`config.mk`:
```
export PLATFORM = sky130hd
export DESIGN_NAME = pfa_tlb
export DESIGN_NICKNAME = d
export VERILOG_FILES = /design/src/rtl/pfa_pkg.sv /design/src/rtl/pfa_tlb.sv
export SDC_FILE = /design/constraint.sdc
export NUM_CORES = 1
export LEC_CHECK = 0
export ABC_AREA = 1
export BUFFER_PORTS_ARGS = -buffer_cell sky130_fd_sc_hd__clkbuf_2
export CORE_UTILIZATION = 40
export CTS_BUF_LIST = sky130_fd_sc_hd__clkbuf_8
export DETAILED_ROUTE_END_ITERATION = 10
export PLACE_DENSITY_LB_ADDON = 0.05
export SLEW_MARGIN = 25
export SYNTH_ARGS = -nofsm -noshare
export SYNTH_HDL_FRONTEND = slang
export SYNTH_SLANG_ARGS = --single-unit
```
`constraint.sdc`:
```
create_clock -name clk -period 3.8 [get_ports clk]
set_input_delay 0.19 -clock clk [delete_from_list [all_inputs] [get_ports clk]]
set_output_delay 0.19 -clock clk [all_outputs]
set_load 0.005 [all_outputs]
```
`src/rtl/pfa_pkg.sv`:
```
`timescale 1ns / 1ps
// ----------------------------------------------------------------------------
// pfa_pkg
// shared types and constants for the paged frame allocator
// ----------------------------------------------------------------------------
package pfa_pkg;

    localparam int MAX_FRAMES_DEF         = 256;
    localparam int MAX_SLOTS_DEF          = 8;
    localparam int MAX_PAGES_PER_SLOT_DEF = 64;
    localparam int TLB_ENTRIES_DEF        = 8;

    localparam logic [1:0] OP_SETUP  = 2'd0;
    localparam logic [1:0] OP_CREATE = 2'd1;
    localparam logic [1:0] OP_TERM   = 2'd2;
    localparam logic [1:0] OP_ACCESS = 2'd3;

    localparam logic [1:0] ST_OK    = 2'd0;
    localparam logic [1:0] ST_NOMEM = 2'd1;
    localparam logic [1:0] ST_TRAP  = 2'd2;
    localparam logic [1:0] ST_BUSY  = 2'd3;

    localparam logic [1:0] CFG_PAGE_BITS  = 2'd0;
    localparam logic [1:0] CFG_FRAME_BITS = 2'd1;
    localparam logic [1:0] CFG_TLB_SIZE   = 2'd2;

    typedef struct packed {
        logic [1:0]  opcode;
        logic [2:0]  slot;
        logic [31:0] operand_value;
    } pfa_in_t;

    typedef struct packed {
        logic [1:0]  status;
        logic        tlb_hit;
        logic [7:0]  frame_number;
        logic [15:0] page_offset;
        logic [6:0]  pages_granted;
        logic [15:0] waste_bytes;
        logic [8:0]  frames_free;
    } pfa_out_t;

    typedef struct packed {
        logic       start;
        logic       setup;
        logic [7:0] frame;
    } pfa_tlb_req_t;

    typedef struct packed {
        logic       done;
        logic       hit;
    } pfa_tlb_rsp_t;

endpackage

```
`src/rtl/pfa_tlb.sv`:
```
`timescale 1ns / 1ps
// ----------------------------------------------------------------------------
// pfa_tlb
// true-lru tlb, one entry compared per cycle by a shared comparator
// ----------------------------------------------------------------------------
module pfa_tlb
    import pfa_pkg::*;
#(
    parameter int TLB_ENTRIES = TLB_ENTRIES_DEF
) (
    input  logic                           clk,
    input  logic                           rst_n,
    input  logic [$clog2(TLB_ENTRIES+1)-1:0] tlb_n,
    input  pfa_tlb_req_t                   req,
    output pfa_tlb_rsp_t                   rsp
);
    localparam int IW = (TLB_ENTRIES > 1) ? $clog2(TLB_ENTRIES) : 1;
    localparam int CW = $clog2(TLB_ENTRIES + 1);

    localparam logic [1:0] T_IDLE = 2'd0;
    localparam logic [1:0] T_SCAN = 2'd1;
    localparam logic [1:0] T_AGE  = 2'd2;

    logic [7:0]    frm_reg [TLB_ENTRIES];
    logic [IW-1:0] rank_reg [TLB_ENTRIES];
    logic [1:0]    st_reg, st_next;
    logic [CW-1:0] idx_reg, idx_next;
    logic [IW-1:0] ent_reg, ent_next;
    logic          hit_reg, hit_next;
    logic          lru_ok_reg, lru_ok_next;
    logic [IW-1:0] lru_reg, lru_next;
    logic [IW-1:0] vrank_reg, vrank_next;
    logic [IW-1:0] cur;
    logic [IW-1:0] top;
    logic          last;

    assign cur  = idx_reg[IW-1:0];
    assign top  = IW'(tlb_n - CW'(1));
    assign last = (idx_reg == tlb_n - CW'(1));

    always_comb
    begin
        st_next     = st_reg;
        idx_next    = idx_reg;
        ent_next    = ent_reg;
        hit_next    = hit_reg;
        lru_ok_next = lru_ok_reg;
        lru_next    = lru_reg;
        vrank_next  = vrank_reg;
        rsp.done    = 1'b0;
        rsp.hit     = hit_reg;
        unique case (st_reg)
            T_IDLE:
            begin
                if (req.start)
                begin
                    st_next     = T_SCAN;
                    idx_next    = '0;
                    hit_next    = 1'b0;
                    lru_ok_next = 1'b0;
                    lru_next    = '0;
                end
            end
            T_SCAN:
            begin
                if (!hit_reg && frm_reg[cur] == req.frame)
                begin
                    hit_next = 1'b1;
                    ent_next = cur;
                end
                if (!lru_ok_reg && rank_reg[cur] == '0)
                begin
                    lru_ok_next = 1'b1;
                    lru_next    = cur;
                end
                if (last)
                begin
                    st_next    = T_AGE;
                    idx_next   = '0;
                    vrank_next = hit_next ? rank_reg[ent_next]
                                          : (lru_ok_next ? '0 : rank_reg[0]);
                end
                else
                begin
                    idx_next = idx_reg + CW'(1);
                end
            end
            T_AGE:
            begin
                if (last)
                begin
                    st_next  = T_IDLE;
                    rsp.done = 1'b1;
                end
                else
                begin
                    idx_next = idx_reg + CW'(1);
                end
            end
            default:
            begin
                st_next = T_IDLE;
            end
        endcase
    end

    logic [IW-1:0] victim;
    assign victim = hit_reg ? ent_reg : (lru_ok_reg ? lru_reg : '0);

    always_ff @(posedge clk or negedge rst_n)
    begin
        if (!rst_n)
        begin
            st_reg     <= T_IDLE;
            idx_reg    <= '0;
            ent_reg    <= '0;
            hit_reg    <= 1'b0;
            lru_ok_reg <= 1'b0;
            lru_reg    <= '0;
            vrank_reg  <= '0;
        end
        else
        begin
            st_reg     <= st_next;
            idx_reg    <= idx_next;
            ent_reg    <= ent_next;
            hit_reg    <= hit_next;
            lru_ok_reg <= lru_ok_next;
            lru_reg    <= lru_next;
            vrank_reg  <= vrank_next;
        end
    end

    // entries beyond the active count stay zero as in setup
    always_ff @(posedge clk or negedge rst_n)
    begin
        if (!rst_n)
        begin
            for (int i = 0; i < TLB_ENTRIES; i++)
            begin
                frm_reg[i]  <= (i < 4) ? 8'(i) : 8'd0;
                rank_reg[i] <= (i < 4) ? IW'(i) : '0;
            end
        end
        else if (req.setup)
        begin
            for (int i = 0; i < TLB_ENTRIES; i++)
            begin
                frm_reg[i]  <= (CW'(i) < tlb_n) ? 8'(i) : 8'd0;
                rank_reg[i] <= (CW'(i) < tlb_n) ? IW'(i) : '0;
            end
        end
        else if (st_reg == T_AGE)
        begin
            if (cur == victim)
            begin
                rank_reg[cur] <= top;
                frm_reg[cur]  <= req.frame;
            end
            else if (rank_reg[cur] > vrank_reg)
            begin
                rank_reg[cur] <= rank_reg[cur] - IW'(1);
            end
        end
    end

    assert property (@(posedge clk) disable iff (!rst_n)
        rsp.done |=> st_reg == T_IDLE)
        else $error("tlb done not followed by idle");
    assert property (@(posedge clk) disable iff (!rst_n)
        (st_reg == T_SCAN) |-> idx_reg < tlb_n)
        else $error("tlb scan index out of range");
    assert property (@(posedge clk) disable iff (!rst_n)
        (st_reg == T_AGE) |=> $stable(hit_reg))
        else $error("tlb hit changed while aging");
endmodule

```
After elaboration in Yosys (flattened, before gate mapping)
Index checks and enable logic that the tools add are counted.
Storage, ports and cells
  register bits: 105
  output and inout port bits: 2
  logic and storage cells: 131
  input bits: 16
Cells by class
  reduce and logical (&&, ||, !) cells: 19
  muxes and demuxes: 63
  eq/ne operators: 10
  bitwise gates (word level): 2
  order comparisons: 11
  add/subtract/negate cells: 3
Operator list (number)
  $mux W64: 3
  $mux W24: 4
  $bwmux W64: 1
  $mux W3: 21
  $bwmux W24: 2
  $bmux W8 S3: 1
  $demux W8 S3: 1
  $mux W8: 3
  $bmux W3 S3: 2
  $lt A3 B4 Y1 const A: 4
  $mux W2: 7
  $mux W4: 3
  $pmux W4 S3: 1
  $ne A2 B2 Y1 const B: 5
  $demux W3 S3: 1
  $mux W1: 9
  $reduce_and A3 Y1: 3
  $eq A8 B8 Y1: 1
  $ge A4 B4 Y1 const B: 2
  $lt A2 B4 Y1 const A: 2
  $not A3 Y4: 2
  $reduce_and A2 Y1: 4
  $pmux W2 S3: 1
  $pmux W3 S2: 1
  17 further kinds: 24

Depth between registers and ports, before layout
  depth after elaboration: 13
  mapped depth: 20
  gate-level depth less buffers: 17

Least setup slack after synthesis
Ideal clock, no wire load.
  kind: register -> register
  start: register idx_reg[0]
  end: register rank_reg[1] (netlist name)
  slack: 0.968 ns
  setup time: 0.133 ns
  buffers on the path: 3
  arrival: 2.698 ns
  required time: 3.667 ns
  stages on the path, launching flop included: 18
  cell sequence: dfrtp_1 buf_6 buf_2 buf_4 nand2_1 o22ai_1 a221oi_1 nand2_1 ha_1 nand2_1 o21ai_0 nand2_1 nand3_1 nand2_1 inv_1 nand2_1 nor2_1 a22oi_1
Between the ends
  word-level cells in the longest chain between the ends: 10
  elaborated cells on any way between the ends: 20
  those cells by class: add/sub (1); order compare (3); eq/ne (1); mux (11); bitwise (1); reduce/logical (3)
Ends and longest elaborated chain
  from (decl): RTL line pfa_tlb.sv:27  | logic [CW-1:0] idx_reg, idx_next;
  from (signal assigned): RTL line pfa_tlb.sv:125  | idx_reg <= idx_next;
  $not A3 Y4 (not written as such): RTL line pfa_tlb.sv:157, pfa_tlb.sv:160, pfa_tlb.sv:162
  $bmux W3 S3 (tied with other cells): RTL line pfa_tlb.sv:160, pfa_tlb.sv:162
  $mux W3 (not written as such) / $logic_and A1 B1 Y1 (equally long branches): RTL line pfa_tlb.sv:160, pfa_tlb.sv:162, pfa_tlb.sv:157
  $mux W3 (on tied branches): RTL line pfa_tlb.sv:160, pfa_tlb.sv:162, pfa_tlb.sv:157
  $sub A3 B1 Y3 / $demux W3 S3 (equally long branches): RTL line pfa_tlb.sv:162, pfa_tlb.sv:157
  $bwmux W24: RTL line pfa_tlb.sv:162  | rank_reg[cur] <= rank_reg[cur] - IW'(1);
  $mux W24: RTL line pfa_tlb.sv:160  | else if (rank_reg[cur] > vrank_reg)
  $mux W24: RTL line pfa_tlb.sv:155  | if (cur == victim)
  $mux W24: RTL line pfa_tlb.sv:153  | else if (st_reg == T_AGE)
  $mux W24: RTL line pfa_tlb.sv:145  | else if (req.setup)
  to (signal, indexed assignment): RTL line pfa_tlb.sv:150  | rank_reg[i] <= (CW'(i) < tlb_n) ? IW'(i) : '0;
  to (signal, indexed assignment): RTL line pfa_tlb.sv:157  | rank_reg[cur] <= top;
  to (signal, indexed assignment): RTL line pfa_tlb.sv:162
  to (decl): RTL line pfa_tlb.sv:25  | logic [IW-1:0] rank_reg [TLB_ENTRIES];
Parallel ways exist; a longest one is shown, timed or not. The select of a mux whose other input is x is not followed.
A chain may end at the register's enable or synchronous reset.

Worst setup path in the final report
  start: register idx_reg[1]
  end: register rank_reg[2] (netlist name)
The elaborated chain is that of the path after synthesis.

==> results.md <==
- The setup-violating endpoint count in the final report is 0.
- Among the stages of the critical path, the cell type that occurs most often is nand2_1.
- Summed over all layers, the routed wires come to 18200 um.
- On the final layout, the worst clock skew is 0.0131 ns.
- The net total in the final layout is 853.
- The number of nets handed over by synthesis was 836.
- The final clock period utilization by the worst path is 91.2%.
- In this run the tool buffered the top-level ports with 17 buffer cells.
- The violation count after the first detailed-route iteration is 497.
- The leakage power figure is 3.21 nW.
- The initial antenna violation count was 0.
- The power density over cell area is 542 nW/um^2.
- The count of cells along the worst register-to-register path is 16.
- In this run the worst path has a maximum fanout of 9.
- In the post-synthesis netlist, the biggest area contributors are dfrtp_1 39%, nand2_1 11%, inv_1 9.1%.
- The worst hold path terminates at st_reg[1].
- The root cell of the clock tree is clkbuf_8.
- The share of total power dissipated in combinational logic is 42.7%.
- The number of diodes is 0.
- The sequential cells in the finished layout cover a total of 2640 sq um.
- The time the worst path needs with I/O delays and setup is 3.47 ns.
- The switching part of the total power is 43.5%.
- After floorplanning, the core was sized to cover 14800 sq um.
- The final RePlAce weighted congestion is 0.869.
- The synthesized netlist occupies a cell area of 6150 sq um.
- The terminus of the critical flop-to-flop path is rank_reg[2].
- At the pin with the least slew margin, the transition time is 0.795 ns.
- Counting flops with an async set or reset pin after synthesis yields a share of 100%.
- In the final layout, the multi-input gates occupy 2770 sq um.
- Measured against its own limit, the worst slew margin works out to 47.0%.
- The critical path crosses 16 cells after its start point.
- The overall global routing resource usage is 24.5%.
- In this run the horizontal extent of the chip is 126 um.
- In the final routed layout, each cell accounts on average for 18.0 um.
- The reg2reg setup slack is 0.33 ns.
- Synthesis inferred 105 register bits.
- The source of the worst register-to-register timing path is idx_reg[1].
- The mean instance size in the synthesized netlist is 7.63 sq um.
- The final max-slew violation count is 0.
- The category of the most critical setup path is register to register.
- The I/O pin count is 18.
- The peak per-stage delay on the critical path is 0.55 ns.
- The most critical setup path has its startpoint at idx_reg[1].
- The layout has 1539 filler cells.
- The worst endpoint data arrival time is 3.74 ns.
- The tightest min-delay check is of the input port to register type.
- The utilization after layout is 44.5%.
- In the routed design, unresolved DRC markers number 0.
- The die covers 15900 sq um.
- The yosys synthesis warning count is 0.
- The kind of cell adding the most delay to the critical path is simple AND/OR/NAND/NOR gates.
- The start point of the worst hold path is req[9].
- Summing the sequential cell areas from Yosys gives 42.9% of the chip area.
- The first-pass GRT wire length is 29800 um.
- The clock tree synthesis step divided the H-tree into 3 levels.
- The initial utilization of the core area, before any placement, comes to 41.7%.
- The most used flip-flop cell after synthesis is dfrtp_1.
- The final hold violation count was 0.
- The net switching power of the design is 1.55 mW.
- The number of global-route vias before repair came to 5359.
- The die is 126 um tall.
- The flow ran to the end, and the final reports show no timing, DRC or antenna violations.
- The critical path goes through nand2_1, inv_2, nand2_1, o22ai_1, a221oi_1, nand2_1, ha_1, nand2_1, o21ai_0, nand2_1, nand3_1, nand2_1, inv_1, nand2_1, nor2_1, a22oi_1.
- The detailed router placed 5534 vias in this run.
- The largest area contributor in the netlist is dfrtp_1.
- The vias per cell is 5.47.
- The category of the worst setup path capture point is a register.
- Yosys mapped a number of flops with a built-in enable equal to 0.
- The maximum vdd ir drop is 0.215 mV.
- The post-route cell area is 6560 sq um.
- The clock sink total is 105.
- The sum of net half-perimeters after detailed placement is 13600 um.
- The tool flagged a number of max-cap violations equal to 0.
- Counting the buffers created by CTS gives 9.
- The clock latency reported for the late side of the worst-skew pair is 0.40 ns.
- The count of cell types in the netlist is 39.
- Entering global routing, the biggest net connects 81 pins.
- The residual antenna-violating net count after detailed routing is 0.
- The share of post-route cells with drive strength above 1 is 9.66%.
- The buffer and inverter count on the worst path is 2.
- The sequential share of power is 38.8%.
- The required time of the critical path is 4.07 ns.
- The number of standard cells after synthesis is 806.
- Setup repair after global routing left no endpoint under its margin.
- The timing-limited maximum frequency is 289 MHz.
- Compared with the post-synthesis result, the final layout area differs by 6.72%.
- The internal portion of the total power is 2.01 mW.
- Among all stages on the critical path, the largest delay is contributed by dfrtp_1.
- The buffer levels on the longest clock path is 2.
- The accumulated negative setup slack is 0 ns.
- The iteration count of the initial detailed-routing pass is 5.
- TritonCTS built the clock tree.
- The floorplan has 44 rows.
- The area of placed instances is 6370 sq um.
- The register with the most flip-flops in the layout has 64 of them.
- STA classifies the critical path startpoint as a register.
- For this run the aggregate overflow at the end of global routing stands at 0.
- The number of stages on the worst hold path is 3.
- The top cell type by area accounts for 39.5% of the synthesized area.
- The clock transition time at the flip-flop clock pins of the worst setup and hold paths is 0.10 ns.
- The share of total power dissipated in the clock network is 18.4%.
-- metal layers --
metal	vias up	track usage, %	share of wire, %
met4	0	6.95	1.7
met5	-	0	0
li1	2676	-	-
met1	2647	36.9	50
met3	26	6.58	6.8
met2	185	33.9	41
-- final cells by class --
cell class / instances / share of cell area, %
clock buffer: 9 / 1.89
clock inverter: 7 / 0.725
inverter: 157 / 9.02
multi-input combinational: 524 / 42.2
sequential: 105 / 40.2
tap: 184 / 3.51
timing repair buffer: 26 / 2.46
-- synthesized netlist by cell type, types with 4 or more instances --
cell type / count
dfstp_2: 8
a21oi_2: 5
a22oi_1: 10
ha_1: 14
xor2_1: 9
nand3_1: 84
buf_2: 5
nor2_4: 4
nor2_2: 5
buf_4: 7
a21oi_1: 14
dfrtp_1: 97
o22ai_1: 76
nand2_1: 179
nor3_1: 7
nor2_1: 40
o21ai_0: 49
inv_1: 149
inv_2: 5
nand2_2: 4
xnor2_1: 4
-- worst register-to-register path, delay by kind of cell, from the launching register on --
kind	cells	cell delay [ns]
AND/OR/NAND/NOR	9	1.41
flip-flops	1	0.55
adder cells (fa/ha/maj)	1	0.34
buffers and inverters	2	0.32
AO/OA/AOI/OAI	4	0.73
-- per-stage QoR --
| step | total power [mW] | cells | hold WS (ns) | setup slack, ns |
|---|---|---|---|---|
| 3_3_place_gp | 2.89 | 995 | 0.424 | 0.480 |
| 2_1_floorplan | 2.50 | 806 | -0.106 | 0.968 |
| 3_5_place_dp | 2.90 | 995 | 0.434 | 0.374 |
| 5_1_grt | 3.83 | 1012 | 0.167 | 0.0203 |
| 4_1_cts | 3.56 | 1012 | 0.149 | 0.345 |
| 6_report | 3.56 | 1012 | 0.157 | 0.334 |
-- worst max-delay path by stage --
| stage | end | slack (ns) |
|---|---|---|
| 2_1_floorplan | rank_reg[1] | 0.97 |
| 3_3_place_gp | rank_reg[7] | 0.48 |
| 3_5_place_dp | rank_reg[2] | 0.37 |
| 4_1_cts | rank_reg[2] | 0.35 |
| 5_1_grt | rank_reg[1] | 0.02 |
| 6_report | rank_reg[2] | 0.33 |
-- layout by cell type (no fill, tap or decap), types with 3 or more instances in the layout --
cell      instances
a21oi_2           5
dfstp_2           8
nor2_2            5
o22ai_1          76
o21ai_0          49
clkbuf_2         16
inv_1           152
nor2_4            4
buf_4             8
nor3_1            7
a22oi_1          10
inv_2             5
nand3_1          84
xnor2_1           4
xor2_1            9
nand2_1         178
nor2_1           40
dfrtp_1          97
nand4_1           3
clkbuf_8          9
a21oi_1          14
nand2_2           5
ha_1             14
-- what timing repair did --
action / 4_1_cts / 5_1_grt
resized for setup: 0 / 1
hold endpoints to repair: 7 / 0
hold buffers: 1 / 0
buffers inserted: 0 / 0
endpoints found under the setup margin: 0 / 5
-- logic make-up after synthesis --
group           Yosys count  synth area share (%)
simple gates            331                  23.7
flops                   105                  42.9
buf+inv                 177                  12.1
xor+xnor                 13                  1.85
compound gates          166                  16.6
fa+ha+maj                14                  2.85
-- power groups by stage --
| stage | logic, mW | clock network, mW | registers, mW |
|---|---|---|---|
| 5_1_grt | 1.71 | 0.711 | 1.40 |
| 4_1_cts | 1.51 | 0.674 | 1.38 |
| 3_5_place_dp | 1.50 | 0 | 1.40 |
| 6_report | 1.52 | 0.655 | 1.38 |
| 2_1_floorplan | 1.14 | 0 | 1.36 |
| 3_3_place_gp | 1.49 | 0 | 1.40 |
No activity file was read; power rests on OpenSTA's default activity.
